`config.mk`:
```
export PLATFORM = sky130hd
export DESIGN_NAME = hmi_reply_frame_parser_top_flat
export DESIGN_NICKNAME = d
export VERILOG_FILES = /design/src/rtl/core/hrfp_pkg.sv /design/src/rtl/core/hrfp_if.sv /design/src/rtl/core/hrfp_capture.sv /design/src/rtl/core/hmi_reply_frame_parser_top.sv /design/src/flat_wrapper.sv
export SDC_FILE = /design/constraint.sdc
export NUM_CORES = 1
export LEC_CHECK = 0
export BUFFER_PORTS_ARGS = -buffer_cell sky130_fd_sc_hd__buf_2
export CORE_ASPECT_RATIO = 1.4
export CORE_MARGIN = 4
export CORE_UTILIZATION = 40
export DETAILED_ROUTE_END_ITERATION = 10
export PLACE_DENSITY = 0.66
export SKIP_LAST_GASP = 1
export SYNTH_ARGS = -nofsm -noshare
export SYNTH_HDL_FRONTEND = slang
export SYNTH_SLANG_ARGS = --single-unit
```
`constraint.sdc`:
```
create_clock -name clk -period 4.9 [get_ports clk]
set_input_delay 0.98 -clock clk [delete_from_list [all_inputs] [get_ports clk]]
set_output_delay 0.98 -clock clk [all_outputs]
set_load 0.01 [all_outputs]
```
`src/rtl/core/hrfp_pkg.sv`:
```
// Package for the reply frame parser: lead and terminator codes, frame
// sizes, result kinds and the frame event struct. No dependencies.
package hrfp_pkg;

  localparam logic [7:0] LEAD_STRING = 8'h70;
  localparam logic [7:0] LEAD_NUMBER = 8'h71;
  localparam logic [7:0] TERM_BYTE   = 8'hFF;

  localparam int unsigned NUMBER_FRAME_LEN = 8;
  localparam int unsigned OVERHEAD_LEN     = 4;
  localparam int unsigned TERM_LEN         = 3;
  localparam int unsigned NUMBER_BYTES     = 4;

  typedef enum logic [1:0] {
    KIND_STR   = 2'd0,
    KIND_NUM   = 2'd1,
    KIND_EMPTY = 2'd2
  } hrfp_kind_t;

  // Frame status seen on the cycle a byte is stored.
  typedef struct packed {
    logic term;      // this byte completes a triple 0xFF terminator
    logic is_str;    // lead byte is a string lead
    logic is_num;    // numeric lead and numeric frame length
    logic str_empty; // frame length equals the overhead: no payload bytes
  } hrfp_evt_t;

endpackage

```
`src/rtl/core/hrfp_if.sv`:
```
// Valid/ready channel interfaces for received bytes and parsed results.
// Depends on hrfp_pkg.
interface hrfp_rx_if;
  logic       valid;
  logic       ready;
  logic [7:0] rx_byte;

  modport source (output valid, output rx_byte, input ready);
  modport sink   (input valid, input rx_byte, output ready);
endinterface

interface hrfp_res_if;
  import hrfp_pkg::*;
  logic               valid;
  logic               ready;
  hrfp_kind_t         kind;
  logic [7:0]         data_byte;
  logic signed [31:0] number_value;
  logic               last;

  modport source (output valid, output kind, output data_byte, output number_value,
                  output last, input ready);
  modport sink   (input valid, input kind, input data_byte, input number_value,
                  input last, output ready);
endinterface

```
`src/rtl/core/hrfp_capture.sv`:
```
// Frame store with fill count, terminator run tracking and a registered
// read port. Depends on hrfp_pkg.
module hrfp_capture #(
  parameter int FRAME_DEPTH = 64,
  parameter int CNT_W       = 7,
  parameter int ADDR_W      = 6
) (
  input  logic                clk,
  input  logic                rst_n,
  input  logic                wr_en,
  input  logic [7:0]          wr_data,
  output hrfp_pkg::hrfp_evt_t evt,
  output logic [CNT_W-1:0]    len,
  input  logic                rd_en,
  input  logic [ADDR_W-1:0]   rd_addr,
  output logic [7:0]          rd_data
);
  import hrfp_pkg::*;

  logic [7:0]       mem [FRAME_DEPTH];
  logic [7:0]       rd_data_r;
  logic [CNT_W-1:0] fill_r, fill_nxt;
  logic [1:0]       run_r, run_nxt;
  logic [7:0]       lead_r, lead_nxt;
  logic [7:0]       lead_eff;
  logic             is_ff;
  logic             full;

  assign is_ff    = (wr_data == TERM_BYTE);
  assign len      = fill_r + CNT_W'(1);
  assign lead_eff = (fill_r == '0) ? wr_data : lead_r;
  assign full     = (len == CNT_W'(FRAME_DEPTH));

  always_comb begin
    evt.term      = is_ff && (run_r >= 2'(TERM_LEN - 1));
    evt.is_str    = (lead_eff == LEAD_STRING);
    evt.is_num    = (lead_eff == LEAD_NUMBER) && (len == CNT_W'(NUMBER_FRAME_LEN));
    evt.str_empty = (len == CNT_W'(OVERHEAD_LEN));
  end

  always_comb begin
    fill_nxt = fill_r;
    run_nxt  = run_r;
    lead_nxt = lead_r;
    if (wr_en) begin
      lead_nxt = lead_eff;
      if (evt.term || full) begin
        // restart the frame
        fill_nxt = '0;
        run_nxt  = '0;
      end else begin
        fill_nxt = len;
        run_nxt  = is_ff ? ((run_r == 2'd3) ? run_r : run_r + 2'd1) : 2'd0;
      end
    end
  end

  always_ff @(posedge clk) begin
    if (!rst_n) begin
      fill_r <= '0;
      run_r  <= '0;
    end else begin
      fill_r <= fill_nxt;
      run_r  <= run_nxt;
    end
  end

  always_ff @(posedge clk) begin
    lead_r <= lead_nxt;
  end

  always_ff @(posedge clk) begin
    if (wr_en) begin
      mem[fill_r[ADDR_W-1:0]] <= wr_data;
    end
    if (rd_en) begin
      rd_data_r <= mem[rd_addr];
    end
  end

  assign rd_data = rd_data_r;

  a_fill_range: assert property (@(posedge clk) disable iff (!rst_n)
    fill_r < CNT_W'(FRAME_DEPTH))
    else $error("fill count beyond frame depth");

  a_term_restart: assert property (@(posedge clk) disable iff (!rst_n)
    wr_en && evt.term |=> fill_r == '0 && run_r == '0)
    else $error("frame not restarted after terminator");

  a_run_in_frame: assert property (@(posedge clk) disable iff (!rst_n)
    run_r != '0 |-> fill_r != '0)
    else $error("terminator run outside a frame");

endmodule

```
`src/rtl/core/hmi_reply_frame_parser_top.sv`:
```
// Reply frame parser top level: byte capture, result sequencer and output
// register. Depends on hrfp_pkg, hrfp_if and hrfp_capture.
//
// Each received byte is stored as it is accepted; the input stays ready
// unless the byte completed a string frame or a numeric frame of the right
// length (a dropped frame leaves the input ready). A string frame then yields
// one result per character, each passing through memory read, load and
// hand-off, the hand-off held while the sink holds ready low; the input stays
// stalled until the last character is handed off. A numeric frame reads its
// four value bytes, each with a read and a load, and hands off one result; an
// empty string frame hands off one result at once. The pace is set by the
// single read port of the frame store, read one entry at a time. No clearing
// pass is needed after reset.
module hmi_reply_frame_parser_top #(
  parameter int FRAME_DEPTH = 64
) (
  input  logic        clk,
  input  logic        rst_n,
  hrfp_rx_if.sink     in_ch,
  hrfp_res_if.source  out_ch
);
  import hrfp_pkg::*;

  localparam int CNT_W  = $clog2(FRAME_DEPTH + 1);
  localparam int ADDR_W = $clog2(FRAME_DEPTH);

  typedef enum logic [3:0] {
    S_IDLE = 4'b0001,
    S_RD   = 4'b0010,
    S_LD   = 4'b0100,
    S_OUT  = 4'b1000
  } state_t;

  state_t             state_r, state_nxt;
  logic [ADDR_W-1:0]  idx_r, idx_nxt;
  logic [ADDR_W-1:0]  end_r, end_nxt;
  logic               num_mode_r, num_mode_nxt;
  logic               out_valid_r, out_valid_nxt;
  hrfp_kind_t         kind_r, kind_nxt;
  logic [7:0]         data_r, data_nxt;
  logic signed [31:0] num_r, num_nxt;
  logic               last_r, last_nxt;

  logic               in_acc;
  hrfp_evt_t          evt;
  logic [CNT_W-1:0]   len;
  logic               rd_en;
  logic [7:0]         rd_data;

  assign in_ch.ready = (state_r == S_IDLE);
  assign in_acc      = in_ch.valid && in_ch.ready;

  hrfp_capture #(
    .FRAME_DEPTH (FRAME_DEPTH),
    .CNT_W       (CNT_W),
    .ADDR_W      (ADDR_W)
  ) u_capture (
    .clk     (clk),
    .rst_n   (rst_n),
    .wr_en   (in_acc),
    .wr_data (in_ch.rx_byte),
    .evt     (evt),
    .len     (len),
    .rd_en   (rd_en),
    .rd_addr (idx_r),
    .rd_data (rd_data)
  );

  assign rd_en = (state_r == S_RD);

  always_comb begin
    state_nxt     = state_r;
    idx_nxt       = idx_r;
    end_nxt       = end_r;
    num_mode_nxt  = num_mode_r;
    out_valid_nxt = out_valid_r;
    kind_nxt      = kind_r;
    data_nxt      = data_r;
    num_nxt       = num_r;
    last_nxt      = last_r;
    unique case (state_r)
      S_IDLE: begin
        if (in_acc && evt.term) begin
          idx_nxt = ADDR_W'(1);
          if (evt.is_str && evt.str_empty) begin
            kind_nxt      = KIND_EMPTY;
            data_nxt      = '0;
            num_nxt       = '0;
            last_nxt      = 1'b1;
            out_valid_nxt = 1'b1;
            state_nxt     = S_OUT;
          end else if (evt.is_str) begin
            // characters sit between the lead byte and the terminator
            end_nxt      = ADDR_W'(len - CNT_W'(OVERHEAD_LEN));
            num_mode_nxt = 1'b0;
            state_nxt    = S_RD;
          end else if (evt.is_num) begin
            end_nxt      = ADDR_W'(NUMBER_BYTES);
            num_mode_nxt = 1'b1;
            state_nxt    = S_RD;
          end
        end
      end
      S_RD: begin
        state_nxt = S_LD;
      end
      S_LD: begin
        if (num_mode_r) begin
          // little-endian: shift each byte in from the top
          num_nxt = {rd_data, num_r[31:8]};
          if (idx_r == end_r) begin
            kind_nxt      = KIND_NUM;
            data_nxt      = '0;
            last_nxt      = 1'b1;
            out_valid_nxt = 1'b1;
            state_nxt     = S_OUT;
          end else begin
            idx_nxt   = idx_r + ADDR_W'(1);
            state_nxt = S_RD;
          end
        end else begin
          kind_nxt      = KIND_STR;
          data_nxt      = rd_data;
          num_nxt       = '0;
          last_nxt      = (idx_r == end_r);
          out_valid_nxt = 1'b1;
          state_nxt     = S_OUT;
        end
      end
      S_OUT: begin
        if (out_ch.ready) begin
          out_valid_nxt = 1'b0;
          if (last_r) begin
            state_nxt = S_IDLE;
          end else begin
            idx_nxt   = idx_r + ADDR_W'(1);
            state_nxt = S_RD;
          end
        end
      end
      default: begin
        state_nxt     = S_IDLE;
        out_valid_nxt = 1'b0;
      end
    endcase
  end

  always_ff @(posedge clk) begin
    if (!rst_n) begin
      state_r     <= S_IDLE;
      out_valid_r <= 1'b0;
    end else begin
      state_r     <= state_nxt;
      out_valid_r <= out_valid_nxt;
    end
  end

  always_ff @(posedge clk) begin
    idx_r      <= idx_nxt;
    end_r      <= end_nxt;
    num_mode_r <= num_mode_nxt;
    kind_r     <= kind_nxt;
    data_r     <= data_nxt;
    num_r      <= num_nxt;
    last_r     <= last_nxt;
  end

  assign out_ch.valid        = out_valid_r;
  assign out_ch.kind         = kind_r;
  assign out_ch.data_byte    = data_r;
  assign out_ch.number_value = num_r;
  assign out_ch.last         = last_r;

  a_valid_in_out: assert property (@(posedge clk) disable iff (!rst_n)
    out_valid_r == (state_r == S_OUT))
    else $error("result valid outside hand-off state");

  a_no_overlap: assert property (@(posedge clk) disable iff (!rst_n)
    in_ch.ready |-> !out_valid_r)
    else $error("input ready while a result is pending");

  a_last_kind: assert property (@(posedge clk) disable iff (!rst_n)
    out_valid_r && kind_r != KIND_STR |-> last_r)
    else $error("single-result frame without last");

  a_idx_bound: assert property (@(posedge clk) disable iff (!rst_n)
    state_r == S_RD |-> idx_r <= end_r && idx_r != '0)
    else $error("read index outside frame payload");

endmodule

```
`src/flat_wrapper.sv`:
```
// flat-port wrapper written by rule: the top's interface ports become plain ports
module hmi_reply_frame_parser_top_flat import hrfp_pkg::*;
#(
  parameter int FRAME_DEPTH = 64
)
  (clk, rst_n, in_ch_valid, in_ch_rx_byte, in_ch_ready, out_ch_valid, out_ch_kind, out_ch_data_byte, out_ch_number_value, out_ch_last, out_ch_ready);
  hrfp_rx_if in_ch_i ();
  hrfp_res_if out_ch_i ();
  input  logic clk;
  input  logic rst_n;
  input wire logic [$bits(in_ch_i.valid)-1:0] in_ch_valid;
  input wire logic [$bits(in_ch_i.rx_byte)-1:0] in_ch_rx_byte;
  output wire logic [$bits(in_ch_i.ready)-1:0] in_ch_ready;
  output wire logic [$bits(out_ch_i.valid)-1:0] out_ch_valid;
  output wire logic [$bits(out_ch_i.kind)-1:0] out_ch_kind;
  output wire logic [$bits(out_ch_i.data_byte)-1:0] out_ch_data_byte;
  output wire logic [$bits(out_ch_i.number_value)-1:0] out_ch_number_value;
  output wire logic [$bits(out_ch_i.last)-1:0] out_ch_last;
  input wire logic [$bits(out_ch_i.ready)-1:0] out_ch_ready;
  assign in_ch_i.valid = in_ch_valid;
  assign in_ch_i.rx_byte = in_ch_rx_byte;
  assign in_ch_ready = in_ch_i.ready;
  assign out_ch_valid = out_ch_i.valid;
  assign out_ch_kind = out_ch_i.kind;
  assign out_ch_data_byte = out_ch_i.data_byte;
  assign out_ch_number_value = out_ch_i.number_value;
  assign out_ch_last = out_ch_i.last;
  assign out_ch_i.ready = out_ch_ready;
  hmi_reply_frame_parser_top #(.FRAME_DEPTH(FRAME_DEPTH)) u_core (.clk(clk), .rst_n(rst_n), .in_ch(in_ch_i), .out_ch(out_ch_i));
endmodule
```
==> flow_metrics.py, run 1 <==
metrics = {
    "run_status": {
        "status": "completed",
    },
    "detailed_routing": {
        "vias": 11100,
        "drt_wl_total_mm": 49.6,
        "viasPerCell": 5.56,
        "dr.first_iter.drc_count": 1030,
        "wl_per_cell_um": 24.8,
        "drc": 0,
        "ant_nets": 0,
        "drtPass1Iterations": 5,
    },
    "cells_and_area": {
        "n_antenna_cell": 0,
        "nNetsFinal": 1234,
        "drive_gt1_share_pct": 25.6,
        "layout_commonest_cell": "edfxtp_1",
        "syn_to_final_growth_pct": 11.4,
        "final_cells": 2002,
        "layout_common_cells": "edfxtp_1, mux4_2, nor2_1",
    },
    "yosys": {
        "yosysSeqAreaShare_pct": 75.4,
        "async_reset_ff_share_pct": 0,
        "synth_edf_count": 584,
        "synth_ff_type": "edfxtp_1",
        "ys_types": 53,
        "syn-num-nets": 1161,
        "synthesis.area_um2": 23600,
        "synthCells": 1142,
        "syn_area_per_cell_um2": 20.7,
        "synth_warnings": 0,
        "ys_ff_latch": 598,
    },
    "power": {
        "power_frac_clock_pct": 40.2,
        "pwr-share-comb_pct": 1.6,
        "p_int_mw": 7.81,
        "pwr_density_cell_nw_per_um2": 367,
        "swShare_pct": 19.2,
        "seq_power_share_pct": 58.3,
        "cellLeakagePower_nw": 8.11,
        "p_switching_mw": 1.85,
        "peakVddDrop_uv": 250,
    },
    "cts": {
        "cts_tree": "yes",
        "worstSkewPairLatency_ns": 0.58,
        "clkTransAtPathRegs_ns": 0.07,
        "clock-root-buffer": "clkbuf_16",
        "cts_hold_buf": 0,
        "cts_num_sinks": 598,
        "cts_resized": 0,
        "cts_buffers": 52,
        "post-cts-setup-buffer-count": 0,
        "htreeDepth": 2,
        "cts_buffer_depth": 3,
    },
    "place": {
        "dpl.hpwl_mm": 31.6,
        "numPortBuffers": 56,
        "finalWeightedCongestion": 0.885,
        "dp.cells": 1910,
    },
    "sta": {
        "hold_violations": 0,
        "finalCriticalPeriod_ns": 3.75,
        "rsz0062_at_grt": "no",
        "fin_crit_sh_pct": 76.5,
        "worst_pin_slew_ns": 1.17,
        "clock.fmax_mhz": 267,
        "slew_viol_final": 0,
        "setup_viol": 0,
        "fin_tns_setup_ns": 0,
        "fin_skew_ns": 0.0207,
        "relSlewSlack_pct": 21.7,
    },
    "setup_path": {
        "worstPathMaxFanout": 15,
        "cp-start-kind": "flop",
        "endpoint_kind": "flop",
        "arrival_ns": 3.96,
        "crit_path_start": "u_core.state_r[3]",
        "worstSetupPathType": "reg -> reg",
        "reg2reg_from": "u_core.state_r[3]",
        "required_ns": 5.11,
    },
    "run": {
        "cap_violations": 0,
    },
    "floorplanning": {
        "core-area_um2": 58600,
        "initial_core_util_pct": 40.3,
        "die_h_um": 296,
        "row_count": 105,
        "die_w_um": 213,
        "die_area_um2": 63100,
        "io_pins": 57,
    },
    "global_route": {
        "antenna_found_initial": 1,
        "grt_pass1_wl_mm": 74.4,
        "grt_max_degree": 69,
        "overflow": 0,
        "grt_pass1_vias": 11600,
        "grt_use_total_pct": 15.8,
    },
    "worst_hold_path": {
        "hold_class": "reg -> reg",
        "min-delay-start": "u_core.u_capture.run_r[0]",
    },
}
==> Yosys cell counts (all sizes together), types with 8 or more instances <==
master,n,share of area (%)
edfxtp,584,74
dfxtp,14,1.2
o21ai,8,0.17
clkbuf,24,0.38
xor2,11,0.41
nand2,31,0.49
nor2b,9,0.24
a22oi,19,0.60
nor3,8,0.17
nand3,15,0.34
and2,46,1.2
a21oi,8,0.17
nor2,86,1.4
inv,10,0.16
buf,34,0.87
mux4,160,15
==> power by group through the flow <==
stage	clock [mW]	sequential [mW]	combinational, mW
6_report	3.88	5.63	0.150
5_1_grt	4.16	5.63	0.165
4_1_cts	3.96	5.63	0.154
3_5_place_dp	0	5.74	0.153
3_3_place_gp	0	5.74	0.147
2_1_floorplan	0	5.73	0.0485
==> cell type report <==
| type | instances | area (um^2) |
|---|---|---|
| well taps | 749 | 937 |
| repair buffers | 77 | 463 |
| multi-input cells | 476 | 5490 |
| clock buffers | 64 | 1350 |
| clock inverters | 28 | 240 |
| flip-flops and latches | 598 | 17800 |
| fillers | 4867 | 32300 |
| inverters | 10 | 37.5 |
==> final timing paths <==
kind / end / depth (start not counted) / slack, ns
max: u_core.u_capture.mem[7][6] / 6 / 1.15
max reg2reg: u_core.u_capture.mem[7][6] / 6 / 1.15
min reg2reg: u_core.u_capture.run_r[0] / 2 / 0.54
min: u_core.u_capture.run_r[0] / 2 / 0.54
==> cells by family after synthesis <==
logic type	count (synthesis)	synth area share [%]
compound gates	55	1.67
xor+xnor	18	0.667
fa+ha+maj	7	0.371
buf+inv	68	1.41
flops	598	75.4
mux	167	15.6
simple gates	229	4.90
==> flip-flops by register name, indices dropped and copies added (netlist names) <==
name / cells
u_core.out_ch.last: 1
u_core.u_capture.mem: 512
u_core.u_capture.rd_data: 8
u_core.end_r: 6
u_core.u_capture.run_r: 2
u_core.out_ch.valid: 1
u_core.out_ch.data_byte: 8
u_core.out_ch.number_value: 32
u_core.u_capture.fill_r: 7
u_core.num_mode_r: 1
u_core.u_capture.lead_r: 8
u_core.state_r: 4
u_core.idx_r: 6
u_core.out_ch.kind: 2
==> layer usage <==
layer / global-route usage [%] / part of all wire, % / up-vias
met3: 2.36 / 5.6 / 83
met1: 19.6 / 38 / 5827
met2: 28.0 / 53 / 409
li1: - / - / 4815
met4: 6.17 / 4.1 / 0
met5: 0 / 0 / -
==> critical path, cell delays in order, from the launching register on <==
cell and delay [ns]:
dfxtp_1 0.37, or4b_1 0.67, inv_2 0.15, nand2_1 0.26
inv_2 0.35, nand4_1 0.73, nor2_1 0.86
==> per-stage QoR <==
stage          cell area [um^2]  utilization (%)  setup WS, ns  hold slack (ns)  power, mW
2_1_floorplan             23600                -          1.11            0.479       5.78
3_3_place_gp              24700             42.2          1.32            0.489       5.88
3_5_place_dp              24700             42.2          1.23            0.520       5.89
4_1_cts                   26300             44.9          1.23            0.529       9.74
5_1_grt                   26300             44.9          1.02            0.559       9.95
6_report                  26300             44.9          1.15            0.537       9.66
No activity file was read; power rests on OpenSTA's default activity.
==> run 2, diff against run 1 <==
--- a/config.mk
+++ b/config.mk
@@ -5,6 +5,7 @@
 export SDC_FILE = /design/constraint.sdc
 export NUM_CORES = 1
 export LEC_CHECK = 0
+export ABC_AREA = 1
 export BUFFER_PORTS_ARGS = -buffer_cell sky130_fd_sc_hd__buf_2
 export CORE_ASPECT_RATIO = 1.4
 export CORE_MARGIN = 4
==> constraint.sdc (replaced) <==
create_clock -name clk -period 3.5 [get_ports clk]
set_input_delay 0.7 -clock clk [delete_from_list [all_inputs] [get_ports clk]]
set_output_delay 0.7 -clock clk [all_outputs]
set_load 0.01 [all_outputs]
==> flow_metrics.py, run 2 <==
metrics = {
    "power": {
        "swShare_pct": 19.8,
        "seq_power_share_pct": 58.3,
        "pwr_density_cell_nw_per_um2": 496,
        "p_int_mw": 10.8,
        "power_mw": 13.5,
        "pwr-share-comb_pct": 1.8,
        "p_switching_mw": 2.67,
        "cellLeakagePower_nw": 9.05,
        "peakVddDrop_uv": 339,
        "power_frac_clock_pct": 39.8,
    },
    "sta": {
        "fin_ws_ns": 0.781,
        "setup_viol": 0,
        "fin_crit_sh_pct": 77.7,
        "worst_pin_slew_ns": 1.06,
        "fin_tns_setup_ns": 0,
        "hold_violations": 0,
        "fin_skew_ns": 0.00970,
        "clock.fmax_mhz": 368,
        "slew_viol_final": 0,
        "finalCriticalPeriod_ns": 2.72,
        "rsz0062_at_grt": "no",
        "relSlewSlack_pct": 29.0,
    },
    "cells_and_area": {
        "layout_common_cells": "edfxtp_1, nor2_1, o21ai_0",
        "drive_gt1_share_pct": 12.5,
        "final_core_util_pct": 45.6,
        "nFillCells": 5342,
        "layout_commonest_cell": "edfxtp_1",
        "fin_area_um2": 27200,
        "syn_to_final_growth_pct": 12.9,
        "largest_reg_flops": 512,
        "nNetsFinal": 2028,
        "n_antenna_cell": 0,
    },
    "cts": {
        "cts_tree": "yes",
        "post-cts-setup-buffer-count": 0,
        "cts_buffers": 50,
        "cts_num_sinks": 598,
        "htreeDepth": 2,
        "cts_hold_buf": 0,
        "clock-root-buffer": "clkbuf_16",
        "worstSkewPairLatency_ns": 0.57,
        "clkTransAtPathRegs_ns": 0.07,
        "cts_resized": 0,
        "cts_buffer_depth": 3,
    },
    "global_route": {
        "grt_use_total_pct": 18.4,
        "antenna_found_initial": 0,
        "use_met1_pct": 20.9,
        "overflow": 0,
        "grt_pass1_vias": 15400,
        "grt_max_degree": 131,
        "met2_usage_pct": 33.2,
        "grt_pass1_wl_mm": 91.8,
        "grt-busiest-layer": "met2",
        "met3_usage_pct": 2.38,
    },
    "detailed_routing": {
        "ant_nets": 0,
        "dr.first_iter.drc_count": 1654,
        "drt_wl_total_mm": 60.6,
        "viasPerCell": 5.58,
        "drc": 0,
        "drtPass1Iterations": 5,
        "wl_per_cell_um": 21.6,
        "vias": 15600,
    },
    "yosys": {
        "syn_area_per_cell_um2": 12.5,
        "synthesis.area_um2": 24100,
        "synth_warnings": 0,
        "async_reset_ff_share_pct": 0,
        "synth.top_cells.by_count": "edfxtp_1, nor2_1, o21ai_0",
        "ys_ff_latch": 598,
        "synthCells": 1922,
        "yosysSeqAreaShare_pct": 73.9,
        "synth_edf_count": 584,
        "ys_types": 41,
        "syn-num-nets": 1941,
        "synth_ff_type": "edfxtp_1",
        "synth_area_leaders": "edfxtp_1, nor2_1, o21ai_0",
        "synth_top_area_share_pct": 72.7,
        "post-synth-top-count-cell": "edfxtp_1",
        "yosys.area.top_type": "edfxtp_1",
    },
    "floorplanning": {
        "core-area_um2": 59700,
        "io_pins": 57,
        "row_count": 106,
        "die_area_um2": 64300,
        "initial_core_util_pct": 40.4,
        "die_w_um": 216,
        "die_h_um": 299,
    },
    "run_status": {
        "status": "completed",
    },
    "run": {
        "cap_violations": 0,
    },
    "place": {
        "placed_cell_area_um2": 25700,
        "finalWeightedCongestion": 0.889,
        "preCtsSetupSlack_ns": 0.470,
        "numPortBuffers": 56,
        "dpl.hpwl_mm": 37.4,
    },
    "setup_path": {
        "cp-start-kind": "flop",
        "required_ns": 3.91,
        "worstSetupPathType": "reg -> reg",
        "arrival_ns": 3.13,
        "worstPathMaxFanout": 21,
        "endpoint_kind": "flop",
    },
    "worst_hold_path": {
        "hold_class": "in -> reg",
    },
}
-- run 2: changes by cell type in the layout (fill, tap and decap cells not counted), moves of 25 or more --
cell | before | now
nor2_1 | 85 | 399
o21ai_0 | 6 | 246
mux4_2 | 160 | 0
nand2_1 | 31 | 128
inv_1 | 8 | 89
o22ai_1 | 0 | 72
nand3_1 | 14 | 84
buf_4 | 19 | 85
o221ai_1 | 0 | 57
and2_1 | 46 | 0
nand4_1 | 2 | 27
-- run 2: layer usage --
metal  routed length (um)  up-vias
li1                     -     7167
met1                21800     7711
met2                31500      615
met3                 3470      155
met4                 3830        0
met5                    0        -
-- run 2: power by group through the flow --
stage / registers, mW / clock network, mW / logic [mW]
finish: 7.88 / 5.38 / 0.248
CTS: 7.88 / 5.47 / 0.250
global route: 7.88 / 5.75 / 0.270
detailed placement: 8.04 / 0 / 0.250
floorplan: 8.03 / 0 / 0.0841
global placement: 8.03 / 0 / 0.244
-- run 2: through the flow --
| step | std cells | hold WS, ns |
|---|---|---|
| 2_1_floorplan | 1922 | 0.469 |
| 3_3_place_gp | 2713 | 0.485 |
| 3_5_place_dp | 2713 | 0.492 |
| 4_1_cts | 2804 | 0.376 |
| 5_1_grt | 2804 | 0.402 |
| 6_report | 2804 | 0.401 |
-- run 2: layout make-up --
cell class / instances / area (um^2) / area share (%)
Clock inverter: 36 / 287 / 1.05
Clock buffer: 55 / 1270 / 4.66
Multi-Input combinational cell: 1111 / 5450 / 20.0
Timing Repair Buffer: 149 / 1080 / 3.96
Sequential cell: 598 / 17800 / 65.4
Tap cell: 756 / 946 / 3.47
Inverter: 99 / 378 / 1.39
-- run 2: kinds of logic (layout without fill, tap and decap cells) --
family | count (synthesis) | after routing | share of synthesized area, %
simple gates | 677 | 677 | 11.9
flops | 598 | 598 | 73.9
compound gates | 422 | 422 | 10.2
buf+inv | 213 | 339 | 3.53
fa+ha+maj | 7 | 7 | 0.363
xor+xnor | 5 | 5 | 0.182
-- run 2: critical path, stage by stage (launching register included) --
cell and delay (ns):
edfxtp_1 0.77, nor2_2 0.98, buf_4 0.33, nand2_1 0.07, nand4_1 0.15, nand3_1 0.10, nand2_1 0.15
-- run 2: final timing paths --
check | startpoint | endpoint | slack (ns) | cells past startpoint
hold / removal | rst_n | u_core.out_ch.valid | 0.40 | 3
setup reg to reg | u_core.idx_r[2] | u_core.u_capture.rd_data[4] | 0.78 | 6
setup / recovery | u_core.idx_r[2] | u_core.u_capture.rd_data[4] | 0.78 | 6
hold reg to reg | u_core.u_capture.run_r[1] | u_core.u_capture.run_r[1] | 0.51 | 2
